--- config.mk ---
export PLATFORM = sky130hd
export DESIGN_NAME = mouse_packet_cursor_tracker_flat
export DESIGN_NICKNAME = d
export VERILOG_FILES = /design/src/hdl/mpct_pkg.sv /design/src/hdl/mpct_if.sv /design/src/hdl/mouse_packet_cursor_tracker.sv /design/src/flat_wrapper.sv
export SDC_FILE = /design/constraint.sdc
export NUM_CORES = 1
export LEC_CHECK = 0
export ABC_CLOCK_PERIOD_IN_PS = 8000
export BUFFER_PORTS_ARGS = -buffer_cell sky130_fd_sc_hd__buf_2
export CAP_MARGIN = 25
export CORE_MARGIN = 4
export CORE_UTILIZATION = 40
export DETAILED_ROUTE_END_ITERATION = 10
export PLACE_DENSITY = 0.63
export SETUP_SLACK_MARGIN = 0.2
export SLEW_MARGIN = 20
export SYNTH_ARGS = -nofsm -noshare
export SYNTH_HDL_FRONTEND = slang
export SYNTH_SLANG_ARGS = --single-unit
--- constraint.sdc ---
create_clock -name clock -period 8 [get_ports clock]
set_input_delay 2.4 -clock clock [delete_from_list [all_inputs] [get_ports clock]]
set_output_delay 2.4 -clock clock [all_outputs]
set_load 0.02 [all_outputs]
--- src/hdl/mpct_pkg.sv ---
// Types and constants of the mouse packet cursor tracker.
package mpct_pkg;

   localparam int COORD_W    = 12;
   localparam int DATA_W     = 8;
   localparam int BTN_W      = 3;
   localparam int CSR_IDX_W  = 2;
   localparam int CSR_DATA_W = 12;

   typedef logic [DATA_W-1:0]     data_byte_type;
   typedef logic [COORD_W-1:0]    coord_type;
   typedef logic [BTN_W-1:0]      buttons_type;
   typedef logic [CSR_IDX_W-1:0]  csr_index_type;
   typedef logic [CSR_DATA_W-1:0] csr_data_type;

   // Register indexes of the configuration port.
   localparam csr_index_type CSR_ENABLE  = 2'd0;
   localparam csr_index_type CSR_X_LIMIT = 2'd1;
   localparam csr_index_type CSR_Y_LIMIT = 2'd2;

   // Header byte layout.
   localparam int SYNC_BIT   = 3;
   localparam int X_SIGN_BIT = 4;
   localparam int Y_SIGN_BIT = 5;

   // Reset values.
   localparam coord_type POS_X_RESET   = 12'd512;
   localparam coord_type POS_Y_RESET   = 12'd384;
   localparam coord_type X_LIMIT_RESET = 12'd1024;
   localparam coord_type Y_LIMIT_RESET = 12'd768;

endpackage

--- src/hdl/mpct_if.sv ---
// Handshake interfaces for the request, response and register-write channels.
interface mpct_req_if;
   logic                    valid;
   logic                    ready;
   mpct_pkg::data_byte_type data_byte;

   modport source (output valid, output data_byte, input ready);
   modport sink   (input valid, input data_byte, output ready);
endinterface

interface mpct_rsp_if;
   logic                  valid;
   logic                  ready;
   mpct_pkg::coord_type   cursor_x;
   mpct_pkg::coord_type   cursor_y;
   mpct_pkg::buttons_type buttons;
   logic                  changed;

   modport source (output valid, output cursor_x, output cursor_y, output buttons,
                   output changed, input ready);
   modport sink   (input valid, input cursor_x, input cursor_y, input buttons,
                   input changed, output ready);
endinterface

interface mpct_csr_if;
   logic                    valid;
   logic                    ready;
   mpct_pkg::csr_index_type index;
   mpct_pkg::csr_data_type  wdata;

   modport source (output valid, output index, output wdata, input ready);
   modport sink   (input valid, input index, input wdata, output ready);
endinterface

--- src/hdl/mouse_packet_cursor_tracker.sv ---
// Mouse packet cursor tracker: assembles three-byte mouse packets into cursor reports.
//
// Usage: every request on req_bus carries one byte received from the mouse. Three bytes
// (header, X delta, Y delta) form a packet; while a header is expected, a byte whose sync
// bit (bit 3) is clear is consumed and dropped so framing can recover. When the Y delta
// byte is taken, the signed deltas move the cursor (X added, Y subtracted), each
// coordinate is clamped to 0..limit, and one response appears on rsp_bus in the next
// cycle with the position, the buttons and a flag telling whether anything differs from
// the last response. The very first response is always flagged. Registers are written
// through csr_bus (enable, x_limit, y_limit); the user must write them only while the
// block is idle, which the block does not enforce. csr_bus is always ready. While enable
// is clear, requests are still accepted but ignored. Throughput: one byte per cycle, set
// by the single result register in front of rsp_bus, unless the receiver stalls with a
// response pending: req_bus.ready then drops until it is taken, so nothing is lost.
// Synchronous reset returns to awaiting a header, puts the cursor at (512, 384), the
// limits at (1024, 768), clears enable and forgets the last report.
module mouse_packet_cursor_tracker #(
   parameter int COORD_BITS = 12
) (
   input  logic        clock,
   input  logic        reset,
   mpct_req_if.sink    req_bus,
   mpct_rsp_if.source  rsp_bus,
   mpct_csr_if.sink    csr_bus
);

   // Positions never exceed the 12-bit limit registers, nor 2^COORD_BITS - 1.
   localparam int POS_W = (COORD_BITS < mpct_pkg::COORD_W) ? COORD_BITS : mpct_pkg::COORD_W;
   // Two extra bits hold the sign and the overshoot of position plus a 9-bit delta.
   localparam int SUM_W = POS_W + 2;
   localparam int EXT_W = SUM_W - mpct_pkg::DATA_W - 1;
   localparam logic [POS_W-1:0] POS_MAX = '1;

   // Packet phase codes.
   localparam logic [1:0] PHASE_HEADER = 2'd0;
   localparam logic [1:0] PHASE_XDELTA = 2'd1;
   localparam logic [1:0] PHASE_YDELTA = 2'd2;

   // Configuration registers.
   logic                enable_ff, enable_in;
   mpct_pkg::coord_type x_limit_ff, x_limit_in;
   mpct_pkg::coord_type y_limit_ff, y_limit_in;

   // Packet assembly and cursor state.
   logic [1:0]              phase_ff, phase_in;
   mpct_pkg::data_byte_type header_ff, header_in;
   mpct_pkg::data_byte_type xdelta_ff, xdelta_in;
   logic [POS_W-1:0]        pos_x_ff, pos_x_in;
   logic [POS_W-1:0]        pos_y_ff, pos_y_in;
   logic [POS_W-1:0]        last_x_ff, last_x_in;
   logic [POS_W-1:0]        last_y_ff, last_y_in;
   mpct_pkg::buttons_type   last_btn_ff, last_btn_in;
   logic                    reported_ff, reported_in;

   // Response register.
   logic                  rsp_valid_ff, rsp_valid_in;
   logic [POS_W-1:0]      rsp_x_ff, rsp_x_in;
   logic [POS_W-1:0]      rsp_y_ff, rsp_y_in;
   mpct_pkg::buttons_type rsp_btn_ff, rsp_btn_in;
   logic                  rsp_changed_ff, rsp_changed_in;

   logic                    req_fire;
   logic                    finish;
   mpct_pkg::data_byte_type rx_byte;
   logic signed [SUM_W-1:0] sum_x;
   logic signed [SUM_W-1:0] sum_y;
   logic [POS_W-1:0]        top_x;
   logic [POS_W-1:0]        top_y;
   logic [POS_W-1:0]        new_x;
   logic [POS_W-1:0]        new_y;
   mpct_pkg::buttons_type   new_btn;
   logic                    new_changed;

   // Clamp a signed sum to 0..top.
   function automatic logic [POS_W-1:0] clamp_coord(input logic signed [SUM_W-1:0] v,
                                                    input logic [POS_W-1:0] top);
      logic [POS_W-1:0] res;
      if (v < 0) begin
         res = '0;
      end else if (v > $signed({2'b00, top})) begin
         res = top;
      end else begin
         res = v[POS_W-1:0];
      end
      return res;
   endfunction

   // A limit wider than the coordinate range saturates to the largest coordinate.
   function automatic logic [POS_W-1:0] sat_limit(input mpct_pkg::coord_type lim);
      logic [POS_W-1:0] res;
      if (lim > mpct_pkg::COORD_W'(POS_MAX)) begin
         res = POS_MAX;
      end else begin
         res = lim[POS_W-1:0];
      end
      return res;
   endfunction

   // A new byte may enter whenever the response register is empty or being drained.
   assign req_bus.ready = !rsp_valid_ff || rsp_bus.ready;
   assign req_fire      = req_bus.valid && req_bus.ready;
   assign rx_byte       = req_bus.data_byte;
   assign csr_bus.ready = 1'b1;

   // Cursor arithmetic for the packet that completes with rx_byte as its Y delta.
   assign top_x = sat_limit(x_limit_ff);
   assign top_y = sat_limit(y_limit_ff);
   assign sum_x = $signed({2'b00, pos_x_ff})
                + $signed({{EXT_W{header_ff[mpct_pkg::X_SIGN_BIT]}},
                           header_ff[mpct_pkg::X_SIGN_BIT], xdelta_ff});
   assign sum_y = $signed({2'b00, pos_y_ff})
                - $signed({{EXT_W{header_ff[mpct_pkg::Y_SIGN_BIT]}},
                           header_ff[mpct_pkg::Y_SIGN_BIT], rx_byte});
   assign new_x       = clamp_coord(sum_x, top_x);
   assign new_y       = clamp_coord(sum_y, top_y);
   assign new_btn     = header_ff[mpct_pkg::BTN_W-1:0];
   assign new_changed = !reported_ff || (new_x != last_x_ff) || (new_y != last_y_ff)
                      || (new_btn != last_btn_ff);

   // Register writes.
   always_comb begin
      enable_in  = enable_ff;
      x_limit_in = x_limit_ff;
      y_limit_in = y_limit_ff;
      if (csr_bus.valid) begin
         unique case (csr_bus.index)
            mpct_pkg::CSR_ENABLE:  enable_in  = csr_bus.wdata[0];
            mpct_pkg::CSR_X_LIMIT: x_limit_in = csr_bus.wdata;
            mpct_pkg::CSR_Y_LIMIT: y_limit_in = csr_bus.wdata;
            default: begin
            end
         endcase
      end
   end

   // Packet assembly: bytes are consumed only while enabled.
   always_comb begin
      phase_in  = phase_ff;
      header_in = header_ff;
      xdelta_in = xdelta_ff;
      finish    = 1'b0;
      if (req_fire && enable_ff) begin
         unique case (phase_ff)
            PHASE_HEADER: begin
               if (rx_byte[mpct_pkg::SYNC_BIT]) begin
                  header_in = rx_byte;
                  phase_in  = PHASE_XDELTA;
               end
            end
            PHASE_XDELTA: begin
               xdelta_in = rx_byte;
               phase_in  = PHASE_YDELTA;
            end
            default: begin
               // Y delta byte; the unused fourth code behaves the same way.
               phase_in = PHASE_HEADER;
               finish   = 1'b1;
            end
         endcase
      end
   end

   // Cursor, last report and response register.
   always_comb begin
      pos_x_in       = pos_x_ff;
      pos_y_in       = pos_y_ff;
      last_x_in      = last_x_ff;
      last_y_in      = last_y_ff;
      last_btn_in    = last_btn_ff;
      reported_in    = reported_ff;
      rsp_x_in       = rsp_x_ff;
      rsp_y_in       = rsp_y_ff;
      rsp_btn_in     = rsp_btn_ff;
      rsp_changed_in = rsp_changed_ff;
      rsp_valid_in   = rsp_valid_ff && !rsp_bus.ready;
      if (finish) begin
         pos_x_in       = new_x;
         pos_y_in       = new_y;
         last_x_in      = new_x;
         last_y_in      = new_y;
         last_btn_in    = new_btn;
         reported_in    = 1'b1;
         rsp_x_in       = new_x;
         rsp_y_in       = new_y;
         rsp_btn_in     = new_btn;
         rsp_changed_in = new_changed;
         rsp_valid_in   = 1'b1;
      end
   end

   always_ff @(posedge clock) begin
      if (reset) begin
         enable_ff    <= 1'b0;
         x_limit_ff   <= mpct_pkg::X_LIMIT_RESET;
         y_limit_ff   <= mpct_pkg::Y_LIMIT_RESET;
         phase_ff     <= PHASE_HEADER;
         header_ff    <= '0;
         xdelta_ff    <= '0;
         pos_x_ff     <= mpct_pkg::POS_X_RESET[POS_W-1:0];
         pos_y_ff     <= mpct_pkg::POS_Y_RESET[POS_W-1:0];
         last_x_ff    <= '0;
         last_y_ff    <= '0;
         last_btn_ff  <= '0;
         reported_ff  <= 1'b0;
         rsp_valid_ff <= 1'b0;
      end else begin
         enable_ff    <= enable_in;
         x_limit_ff   <= x_limit_in;
         y_limit_ff   <= y_limit_in;
         phase_ff     <= phase_in;
         header_ff    <= header_in;
         xdelta_ff    <= xdelta_in;
         pos_x_ff     <= pos_x_in;
         pos_y_ff     <= pos_y_in;
         last_x_ff    <= last_x_in;
         last_y_ff    <= last_y_in;
         last_btn_ff  <= last_btn_in;
         reported_ff  <= reported_in;
         rsp_valid_ff <= rsp_valid_in;
      end
   end

   // Response payload needs no reset.
   always_ff @(posedge clock) begin
      rsp_x_ff       <= rsp_x_in;
      rsp_y_ff       <= rsp_y_in;
      rsp_btn_ff     <= rsp_btn_in;
      rsp_changed_ff <= rsp_changed_in;
   end

   assign rsp_bus.valid    = rsp_valid_ff;
   assign rsp_bus.cursor_x = mpct_pkg::COORD_W'(rsp_x_ff);
   assign rsp_bus.cursor_y = mpct_pkg::COORD_W'(rsp_y_ff);
   assign rsp_bus.buttons  = rsp_btn_ff;
   assign rsp_bus.changed  = rsp_changed_ff;

endmodule

--- src/flat_wrapper.sv ---
// flat-port wrapper written by rule: the top's interface ports become plain ports
module mouse_packet_cursor_tracker_flat 
#(
   parameter int COORD_BITS = 12
)
  (clock, reset, req_bus_valid, req_bus_data_byte, req_bus_ready, rsp_bus_valid, rsp_bus_cursor_x, rsp_bus_cursor_y, rsp_bus_buttons, rsp_bus_changed, rsp_bus_ready, csr_bus_valid, csr_bus_index, csr_bus_wdata, csr_bus_ready);
  mpct_req_if req_bus_i ();
  mpct_rsp_if rsp_bus_i ();
  mpct_csr_if csr_bus_i ();
  input  logic clock;
  input  logic reset;
  input wire logic [$bits(req_bus_i.valid)-1:0] req_bus_valid;
  input wire logic [$bits(req_bus_i.data_byte)-1:0] req_bus_data_byte;
  output wire logic [$bits(req_bus_i.ready)-1:0] req_bus_ready;
  output wire logic [$bits(rsp_bus_i.valid)-1:0] rsp_bus_valid;
  output wire logic [$bits(rsp_bus_i.cursor_x)-1:0] rsp_bus_cursor_x;
  output wire logic [$bits(rsp_bus_i.cursor_y)-1:0] rsp_bus_cursor_y;
  output wire logic [$bits(rsp_bus_i.buttons)-1:0] rsp_bus_buttons;
  output wire logic [$bits(rsp_bus_i.changed)-1:0] rsp_bus_changed;
  input wire logic [$bits(rsp_bus_i.ready)-1:0] rsp_bus_ready;
  input wire logic [$bits(csr_bus_i.valid)-1:0] csr_bus_valid;
  input wire logic [$bits(csr_bus_i.index)-1:0] csr_bus_index;
  input wire logic [$bits(csr_bus_i.wdata)-1:0] csr_bus_wdata;
  output wire logic [$bits(csr_bus_i.ready)-1:0] csr_bus_ready;
  assign req_bus_i.valid = req_bus_valid;
  assign req_bus_i.data_byte = req_bus_data_byte;
  assign req_bus_ready = req_bus_i.ready;
  assign rsp_bus_valid = rsp_bus_i.valid;
  assign rsp_bus_cursor_x = rsp_bus_i.cursor_x;
  assign rsp_bus_cursor_y = rsp_bus_i.cursor_y;
  assign rsp_bus_buttons = rsp_bus_i.buttons;
  assign rsp_bus_changed = rsp_bus_i.changed;
  assign rsp_bus_i.ready = rsp_bus_ready;
  assign csr_bus_i.valid = csr_bus_valid;
  assign csr_bus_i.index = csr_bus_index;
  assign csr_bus_i.wdata = csr_bus_wdata;
  assign csr_bus_ready = csr_bus_i.ready;
  mouse_packet_cursor_tracker #(.COORD_BITS(COORD_BITS)) u_core (.clock(clock), .reset(reset), .req_bus(req_bus_i), .rsp_bus(rsp_bus_i), .csr_bus(csr_bus_i));
endmodule
==> results of run 1 <==
-- flip-flops by register name (all words and copies together) (netlist names), 5 cells and up --
signal and flops:
u_core.header_ff 5, u_core.last_y_ff 12, u_core.rsp_bus.cursor_x 12, u_core.xdelta_ff 8, u_core.x_limit_ff 12, u_core.rsp_bus.cursor_y 12, u_core.last_x_ff 12, u_core.y_limit_ff 12
-- metrics by stage --
stage	total power [mW]	hold slack, ns	instances
5_1_grt	1.15	0.474	1031
3_5_place_dp	0.667	0.450	1014
2_1_floorplan	0.627	0.436	769
6_report	1.11	0.455	1031
3_3_place_gp	0.667	0.444	1014
4_1_cts	1.11	0.460	1030
-- metal layers --
layer  wire [um]  share of wire [%]
met1        8950                 50
met2        7210                 41
met3        1290                7.3
met4         283                1.6
met5           0                  0
-- synth_stat cells, types with 3 or more instances --
master / n / share of area [%]
o211ai_1: 10 / 1.2
a21oi_1: 81 / 6.4
or3_1: 10 / 0.99
o221ai_1: 4 / 0.55
o21bai_1: 5 / 0.59
nor3b_1: 4 / 0.47
a21o_1: 11 / 1.3
mux2i_1: 17 / 2.7
o21ai_0: 19 / 1.5
nor2b_1: 8 / 0.79
a211oi_1: 8 / 0.95
and3b_1: 3 / 0.41
dfxtp_1: 72 / 23
edfxtp_1: 28 / 13
nor3_1: 16 / 1.3
buf_2: 4 / 0.32
ha_1: 47 / 9.3
o21a_1: 10 / 1.2
nand2b_1: 4 / 0.39
or2_2: 3 / 0.30
nor4_1: 4 / 0.39
nand2_1: 103 / 6.1
o22ai_1: 8 / 0.79
clkbuf_1: 21 / 1.2
inv_1: 56 / 3.3
nor2_1: 85 / 5.0
nand4_1: 12 / 1.2
xnor2_1: 21 / 2.9
nand3b_1: 5 / 0.59
o211a_1: 4 / 0.63
o2111ai_1: 8 / 1.1
a22oi_1: 6 / 0.71
xor2_1: 9 / 1.2
nand3_1: 13 / 1.0
a211o_1: 3 / 0.41
-- path summary, 6_finish.rpt --
kind | from | cells after the start | slack (ns) | to
setup / recovery | req_bus_data_byte[0] | 21 | 1.36 | u_core.rsp_bus.changed
hold / removal | u_core.y_limit_ff[2] | 2 | 0.46 | u_core.y_limit_ff[2]
setup reg to reg | u_core.last_x_ff[0] | 21 | 2.58 | u_core.rsp_bus.changed
hold reg to reg | u_core.y_limit_ff[2] | 2 | 0.46 | u_core.y_limit_ff[2]
-- worst max-delay path, cell delays in order --
cell	delay (ns)
buf_2	0.12
ha_1	0.22
fa_1	0.41
nor2b_1	0.19
o31a_1	0.18
o21a_1	0.12
nor2_1	0.04
xnor2_1	0.26
ha_1	0.29
or3_1	0.34
a21oi_1	0.14
a41oi_1	0.07
and2_1	0.18
o21ai_0	0.19
and4_1	0.36
a21oi_1	0.10
a211oi_1	0.41
xnor2_1	0.17
nand4_1	0.11
nor4_1	0.28
nand4_1	0.12
-- logic make-up (layout without fill, tap and decap cells) --
logic type | count (synthesis) | in the layout | synth area share, %
fa+ha+maj | 49 | 49 | 9.89
flops | 100 | 100 | 35.9
mux | 18 | 18 | 2.86
xor+xnor | 30 | 30 | 4.14
buf+inv | 86 | 137 | 5.46
other cells | 1 | 1 | 0.0591
compound gates | 200 | 200 | 20.8
simple gates | 285 | 285 | 20.8
-- cell usage in the layout, fill, tap and decap left out, drive strengths merged, types with 11 or more instances in the layout --
master / count
nand2: 103
nor2: 86
a21oi: 81
dfxtp: 72
buf: 65
inv: 59
ha: 47
edfxtp: 28
xnor2: 21
o21ai: 20
mux2i: 17
nor3: 16
nand3: 14
nand4: 12
a21o: 11
-- layout make-up --
cell class / instances / share of cell area, %
multi-input cells: 583 / 52.3
repair buffers: 65 / 4.93
inverters: 56 / 2.95
well taps: 211 / 3.70
clock inverters: 7 / 1.02
clock buffers: 9 / 3.16
flip-flops and latches: 100 / 32.0
-- power groups by stage --
stage                     logic, mW  clock network, mW  registers (mW)
after CTS                     0.126              0.458           0.531
after global routing          0.143              0.475           0.531
after floorplan              0.0872                  0           0.540
final                         0.128              0.450           0.531
after global placement        0.125                  0           0.542
after detailed placement      0.125                  0           0.542
==> results.toml, run 1 <==
[power_and_ir_drop]
intPower_uw = 817
combPwrFrac_pct = 11.5
power.share.sequential_pct = 47.9
switching_share_pct = 26.4
max-vdd-ir-drop_uv = 103
power_density_mw_per_mm2 = 155
leakage_nw = 2.96
switching_power_uw = 293
clkPwrFrac_pct = 40.6

[clock_network]
post-cts-setup-buffers = 0
clockRootBuffer = "clkbuf_16"
cts_made_buffers = 9
clk_pin_slew_ns = 0.07
hold_buffers = 0
clock_path_buffers = 2
cts_tree = "yes"
cts_resized = 0
insertion_delay_ns = 0.36
ctsHtreeMaxLevel = 3
cts_sinks = 100

[layout]
final_util_pct = 46.4
area_growth_syn_to_layout_pct = 12.4
multi_input_comb_area_mm2 = 0.00373
antenna_cells = 0
drive_above_1_share_pct = 11.6
finalNetCount = 891
seqCellArea_mm2 = 0.00228
design_area_mm2 = 0.00713
n_fill_cell = 1542

[global_routing]
grt_pass1_wl_um = 28400
busiest_layer = "met1"
grt_usage_pct = 20.1
grt_max_degree = 73
use_met3_pct = 4.05
overflow = 0
antenna_found_initial = 0
grt_pass1_vias = 5209
grt.met2_usage_pct = 28.4
use_met1_pct = 30.8

[setup_path]
path_max_fanout = 7
setup.worst_path.start_class = "input port"
critPathKind = "in2reg"
cp.arrival_ns = 6.72
end_kind = "register"
required_ns = 8.08

[floorplan]
dieArea_mm2 = 0.0180
fp-row-count = 45
die_h_um = 134
start_util_pct = 41.3
ios = 58
core_area_mm2 = 0.0154
die_w_um = 134

[timing]
tns_ns = 0
worst_slack_ns = 1.36
timing.slew.headroom_pct = 45.9
fin_crit_ns = 6.64
hold_viol = 0
finalMaxSlewViolations = 0
fmax_mhz = 151
worstMarginPinSlew_ns = 0.812
setup_violations = 0
clock_skew_ns = 0.00941
rsz0062_at_grt = "no"
finalCritPeriodShare_pct = 83.0

[placement]
place_ws_ns = 1.04
hpwl_um = 13500
io_buffer_count = 56
place_area_mm2 = 0.00683
gp_congestion = 0.914

[synth]
synth_edf_count = 28
synth_area_per_cell_um2 = 8.26
seq_area_frac_synth_pct = 35.9
ys.flop_type = "dfxtp_1"
ys_ff_latch = 100
synthArstFlopShare_pct = 0
syn_area_mm2 = 0.00635
synth_cell_type_count = 71
syn-instance-count = 769
synthesis.nets = 845
yosysWarnings = 0

[detailed_routing]
vias_per_cell = 5.51
firstDrtPassIters = 6
ant_nets = 0
drt_iter0_markers = 526
avgRoutedWirePerCell_um = 17.2
route.final.wire_length_um = 17700
vias = 5678
drcViolationCount = 0

[run_status]
status = "finished, final reports clean"

[job]
cap_violations = 0

[min_path]
hp-class = "reg2reg"
Note: power is estimated with default switching activity, not from simulation.
==> inputs of run 2 (changes only) <==
--- a/config.mk
+++ b/config.mk
@@ -5,13 +5,13 @@
 export SDC_FILE = /design/constraint.sdc
 export NUM_CORES = 1
 export LEC_CHECK = 0
-export ABC_CLOCK_PERIOD_IN_PS = 8000
+export ABC_CLOCK_PERIOD_IN_PS = 5350
 export BUFFER_PORTS_ARGS = -buffer_cell sky130_fd_sc_hd__buf_2
 export CAP_MARGIN = 25
 export CORE_MARGIN = 4
 export CORE_UTILIZATION = 40
 export DETAILED_ROUTE_END_ITERATION = 10
-export PLACE_DENSITY = 0.63
+export PLACE_DENSITY = 0.66
 export SETUP_SLACK_MARGIN = 0.2
 export SLEW_MARGIN = 20
 export SYNTH_ARGS = -nofsm -noshare
==> constraint.sdc (replaced) <==
create_clock -name clock -period 5.35 [get_ports clock]
set_input_delay 1.605 -clock clock [delete_from_list [all_inputs] [get_ports clock]]
set_output_delay 1.605 -clock clock [all_outputs]
set_load 0.02 [all_outputs]
==> run 2 against run 1 <==
  * The flow now finishes with violations (negative setup slack)
  * Clock-buffer cell count stayed put
  * Wire length is 6.7% higher
  * Setup slack worse by 1.4 ns
  * Clock power is 58% higher
  * Flip-flop and latch count stayed put
  * Final cell count is 7.0% higher
  * Non-clock buffer count is 72 higher
  * Final area is 13% higher
  * Global-route usage is 0.84 points higher
  * Die area stayed put
  * Combinational power is 130% higher
  * Utilization is 5.9 points higher
==> results.toml, run 2 (synthesis results as in run 1) <==
[detailed_routing]
firstDrtPassIters = 6
route.final.wire_length_um = 18900
ant_nets = 0
drt_iter0_markers = 553
vias = 6079
avgRoutedWirePerCell_um = 17.2
drcViolationCount = 0
vias_per_cell = 5.51

[placement]
io_buffer_count = 56
gp_congestion = 0.935
hpwl_um = 14300

[setup_path]
critPathKind = "in2reg"
end_kind = "register"
cp.arrival_ns = 5.46
setup.worst_path.start_class = "input port"
required_ns = 5.45
path_max_fanout = 3

[global_routing]
grt.met2_usage_pct = 30.0
use_met3_pct = 3.60
use_met1_pct = 31.9
grt_pass1_vias = 5480
grt_usage_pct = 20.9
grt_pass1_wl_um = 29700
antenna_found_initial = 0
busiest_layer = "met1"
overflow = 0
grt_max_degree = 45

[run_status]
status = "complete, but fails checks"
violations = "negative setup slack"

[layout]
final_common_cell = "nand2_1"
area_growth_syn_to_layout_pct = 26.6
finalNetCount = 963
drive_above_1_share_pct = 24.3
final_util_pct = 52.3
antenna_cells = 0
n_fill_cell = 1491
mostFrequentLayoutCells = "nand2_1, nor2_1, buf_4"

[power_and_ir_drop]
combPwrFrac_pct = 16.5
switching_share_pct = 27.7
intPower_mw = 1.30
max-vdd-ir-drop_uv = 176
switching_power_uw = 499
power.share.sequential_pct = 44.0
clkPwrFrac_pct = 39.5
power_density_mw_per_mm2 = 224
leakage_nw = 3.42

[floorplan]
ios = 58
dieArea_mm2 = 0.0180
die_h_um = 134
start_util_pct = 41.3
die_w_um = 134
fp-row-count = 45
core_area_mm2 = 0.0154

[timing]
holdWs_ns = 0.460
setup_violations = 1
finalMaxSlewViolations = 0
finalCritPeriodShare_pct = 100
hold_viol = 0
fin_crit_ns = 5.36
fmax_mhz = 187
timing.slew.headroom_pct = 36.3
rsz0062_at_grt = "yes"
clock_skew_ns = 0.0117
worstMarginPinSlew_ns = 0.951
worst_slack_ns = -0.0101

[clock_network]
cts_sinks = 100
clk_pin_slew_ns = 0.08
cts_made_buffers = 9
cts_tree = "yes"
clockRootBuffer = "clkbuf_16"
insertion_delay_ns = 0.36
ctsHtreeMaxLevel = 3
clock_path_buffers = 2

[min_path]
hp-class = "reg2reg"

[job]
cap_violations = 0
run 2: metal layers:
metal  part of all wire [%]  vias to the layer above
met1                     49                     2855
li1                       -                     2989
met3                    7.1                       20
met4                    1.6                        0
met2                     43                      215
met5                      0                        -
run 2: final timing paths:
check                                         endpoint  cells past startpoint  slack, ns                 start
worst max-delay path            u_core.rsp_bus.changed                     23      -0.01  req_bus_data_byte[0]
worst min-delay path              u_core.y_limit_ff[2]                      2       0.46  u_core.y_limit_ff[2]
worst max register to register  u_core.rsp_bus.changed                     20       0.19   u_core.last_x_ff[0]
worst min register to register    u_core.y_limit_ff[2]                      2       0.46  u_core.y_limit_ff[2]
run 2: metrics by stage:
stage	instance area, um^2	power (mW)	cells	worst slack (ns)	TNS, ns
final	8040	1.80	1103	-0.0101	-0.0101
after global routing	8040	1.87	1103	-0.197	-0.197
after CTS	7840	1.79	1097	-0.0824	-0.0824
after detailed placement	7330	1.05	1077	-0.559	-2.69
after global placement	7330	1.05	1077	-0.489	-1.50
after floorplan	6400	0.944	769	-0.0187	-0.0187
run 2: repair_timing:
action                                  CTS  global route
hold buffers                              0             0
setup buffers                             4             6
resized for setup                        36            32
endpoints found under the setup margin    5            27
pin swaps                                30            30
run 2: power by group through the flow:
stage | Combinational, mW | Clock [mW] | Sequential [mW]
2_1_floorplan | 0.136 | 0 | 0.808
3_3_place_gp | 0.241 | 0 | 0.811
3_5_place_dp | 0.241 | 0 | 0.811
4_1_cts | 0.268 | 0.728 | 0.794
5_1_grt | 0.322 | 0.753 | 0.795
6_report | 0.297 | 0.712 | 0.794
run 2: final cells by class:
class                      instances  area, um^2  area share [%]
multi-input combinational        583        4030            50.1
sequential                       100        2280            28.4
timing repair buffer             137         930            11.6
tap                              211         264            3.28
clock buffer                       9         225            2.80
inverter                          56         213            2.65
clock inverter                     7         100            1.24
run 2: worst max-delay path, cell delays in order:
cell	delay (ns)
buf_8	0.10
ha_4	0.16
fa_2	0.37
nor2b_4	0.12
o31a_1	0.18
o21a_1	0.14
nor2_2	0.05
xnor2_1	0.14
buf_4	0.15
ha_4	0.19
or3_4	0.38
a21oi_2	0.14
a41oi_2	0.06
and2_4	0.17
o21ai_2	0.14
nand4_1	0.22
buf_4	0.21
o21ai_2	0.15
a21oi_2	0.09
xnor2_1	0.18
nand4_1	0.10
nor4_1	0.28
nand4_1	0.12
==> inputs of run 3 (changes only) <==
--- a/config.mk
+++ b/config.mk
@@ -5,13 +5,13 @@
 export SDC_FILE = /design/constraint.sdc
 export NUM_CORES = 1
 export LEC_CHECK = 0
-export ABC_CLOCK_PERIOD_IN_PS = 5350
+export ABC_CLOCK_PERIOD_IN_PS = 6500
 export BUFFER_PORTS_ARGS = -buffer_cell sky130_fd_sc_hd__buf_2
 export CAP_MARGIN = 25
 export CORE_MARGIN = 4
 export CORE_UTILIZATION = 40
 export DETAILED_ROUTE_END_ITERATION = 10
-export PLACE_DENSITY = 0.66
+export PLACE_DENSITY = 0.63
 export SETUP_SLACK_MARGIN = 0.2
 export SLEW_MARGIN = 20
 export SYNTH_ARGS = -nofsm -noshare
==> constraint.sdc (replaced) <==
create_clock -name clock -period 6.5 [get_ports clock]
set_input_delay 1.95 -clock clock [delete_from_list [all_inputs] [get_ports clock]]
set_output_delay 1.95 -clock clock [all_outputs]
set_load 0.02 [all_outputs]
==> run 3 against run 2 <==
  * Clock skew fell by 0.0040 ns
  * Setup slack improved by 0.53 ns
  * Combinational power shrank 42%
  * Worst hold slack got worse by 0.0042 ns
  * The flow now finishes without violations
  * Critical endpoint unchanged
==> results.toml, run 3 (synthesis results as in run 1) <==
[timing]
rsz0062_at_grt = "no"
finalMaxSlewViolations = 0
clock_skew_ns = 0.00773
timing.slew.headroom_pct = 33.4
setup_violations = 0
finalCritPeriodShare_pct = 91.9
tns_ns = 0
fmax_mhz = 167
fin_crit_ns = 5.98
worstMarginPinSlew_ns = 0.996
hold_viol = 0

[detailed_routing]
drcViolationCount = 0
avgRoutedWirePerCell_um = 17.0
drt_iter0_markers = 461
vias_per_cell = 5.54
firstDrtPassIters = 5
vias = 5740
route.final.wire_length_um = 17700
ant_nets = 0

[placement]
hpwl_um = 13600
place_area_mm2 = 0.00689
io_buffer_count = 56
gp_congestion = 0.919

[floorplan]
ios = 58
core_area_mm2 = 0.0154
die_w_um = 134
fp-row-count = 45
die_h_um = 134
dieArea_mm2 = 0.0180
start_util_pct = 41.3

[setup_path]
timing.rr.start = "u_core.last_x_ff[0]"
crit_start = "req_bus_data_byte[0]"
path_max_fanout = 11
r2r_setup_slack_ns = 0.95
setup.worst_path.start_class = "input port"
reg2reg_to = "u_core.rsp_bus.changed"
required_ns = 6.59
end_kind = "register"
cp.arrival_ns = 6.06
reg2reg_depth = 20
critPathKind = "in2reg"

[power_and_ir_drop]
leakage_nw = 2.99
power_density_mw_per_mm2 = 185
switching_share_pct = 26.6
intPower_uw = 975
max-vdd-ir-drop_uv = 132
switching_power_uw = 354
combPwrFrac_pct = 12.9
clkPwrFrac_pct = 37.9
power.share.sequential_pct = 49.2

[layout]
multi_input_comb_area_mm2 = 0.00376
design_area_mm2 = 0.00719
final_common_cell = "nand2_1"
finalNetCount = 898
n_fill_cell = 1524
area_growth_syn_to_layout_pct = 13.2
seqCellArea_mm2 = 0.00228
antenna_cells = 0
mostFrequentLayoutCells = "nand2_1, nor2_1, a21oi_1"
drive_above_1_share_pct = 13.1

[global_routing]
antenna_found_initial = 0
grt_pass1_vias = 5187
grt_pass1_wl_um = 28000
grt_usage_pct = 19.8
grt_max_degree = 73
overflow = 0

[min_path]
whs_path_depth = 2
hp-class = "reg2reg"
worstHoldStart = "u_core.y_limit_ff[3]"
holdPathEnd = "u_core.y_limit_ff[3]"

[clock_network]
post-cts-setup-buffers = 0
clk_pin_slew_ns = 0.07
cts_made_buffers = 9
cts_tree = "yes"
clock_path_buffers = 2
ctsHtreeMaxLevel = 3
insertion_delay_ns = 0.36
cts_sinks = 100
clockRootBuffer = "clkbuf_16"

[job]
cap_violations = 0

[run_status]
status = "finished, final reports clean"
run 3: cell types whose count changed in the layout (fill, tap and decap cells not counted), sizes merged:
cell      change
clkinvlp      +2
clkinv        -2
inv           -1
clkbuf        +1
bufinv        -1
buf          -65
run 3: layout make-up:
cell class | count | share of cell area [%]
flip-flops and latches | 100 | 31.8
clock buffers | 10 | 3.19
multi-input cells | 583 | 52.4
inverters | 56 | 2.93
repair buffers | 72 | 5.57
well taps | 211 | 3.67
clock inverters | 5 | 0.522
run 3: what timing repair did:
| action | in CTS | in global routing |
|---|---|---|
| hold buffers | 0 | 0 |
| endpoints found under the setup margin | 0 | 1 |
| gates resized for setup | 0 | 7 |
run 3: worst max-delay path by stage:
stage | cells past startpoint | end | slack [ns]
detailed placement | 22 | u_core.rsp_bus.changed | 0.05
floorplan | 21 | u_core.rsp_bus.changed | 0.53
CTS | 22 | u_core.rsp_bus.changed | 0.43
global route | 23 | u_core.rsp_bus.changed | 0.20
finish | 23 | u_core.rsp_bus.changed | 0.52
global placement | 21 | u_core.rsp_bus.changed | 0.12
run 3: per-stage QoR:
step / setup slack [ns] / utilization (%) / total power [mW] / cells / hold WS [ns]
5_1_grt: 0.205 / 46.7 / 1.38 / 1037 / 0.479
6_report: 0.524 / 46.7 / 1.33 / 1037 / 0.456
4_1_cts: 0.427 / 46.5 / 1.34 / 1037 / 0.457
2_1_floorplan: 0.527 / - / 0.772 / 769 / 0.436
3_5_place_dp: 0.0548 / 44.8 / 0.834 / 1022 / 0.448
3_3_place_gp: 0.116 / 44.8 / 0.835 / 1022 / 0.445
run 3: metal layers:
layer	global-route usage [%]	vias up	routed length (um)	share of wire, %
met5	0	-	0	0
met4	5.31	0	268	1.5
met3	4.24	19	1230	7.0
met2	28.3	199	7250	41
met1	30.1	2684	8930	50
li1	-	2838	-	-
run 3: worst max-delay path, cell delays in order:
cell	delay, ns
buf_2	0.12
ha_1	0.23
fa_1	0.40
nor2b_1	0.16
o31a_1	0.20
nor4_2	0.07
nor2_1	0.18
o21ai_0	0.10
o31a_1	0.16
ha_1	0.33
o21a_1	0.12
a21oi_1	0.06
a41oi_1	0.21
nand4_1	0.12
mux2_2	0.28
nand4_1	0.17
nor2_2	0.07
buf_4	0.18
a211oi_2	0.29
xnor2_1	0.15
nand4_1	0.12
nor4_1	0.27
nand4_1	0.12
run 3: power groups by stage:
stage	Clock (mW)	Sequential, mW	Combinational [mW]
3_3_place_gp	0	0.667	0.168
4_1_cts	0.517	0.653	0.167
2_1_floorplan	0	0.665	0.107
5_1_grt	0.541	0.654	0.190
6_report	0.504	0.653	0.171
3_5_place_dp	0	0.668	0.167
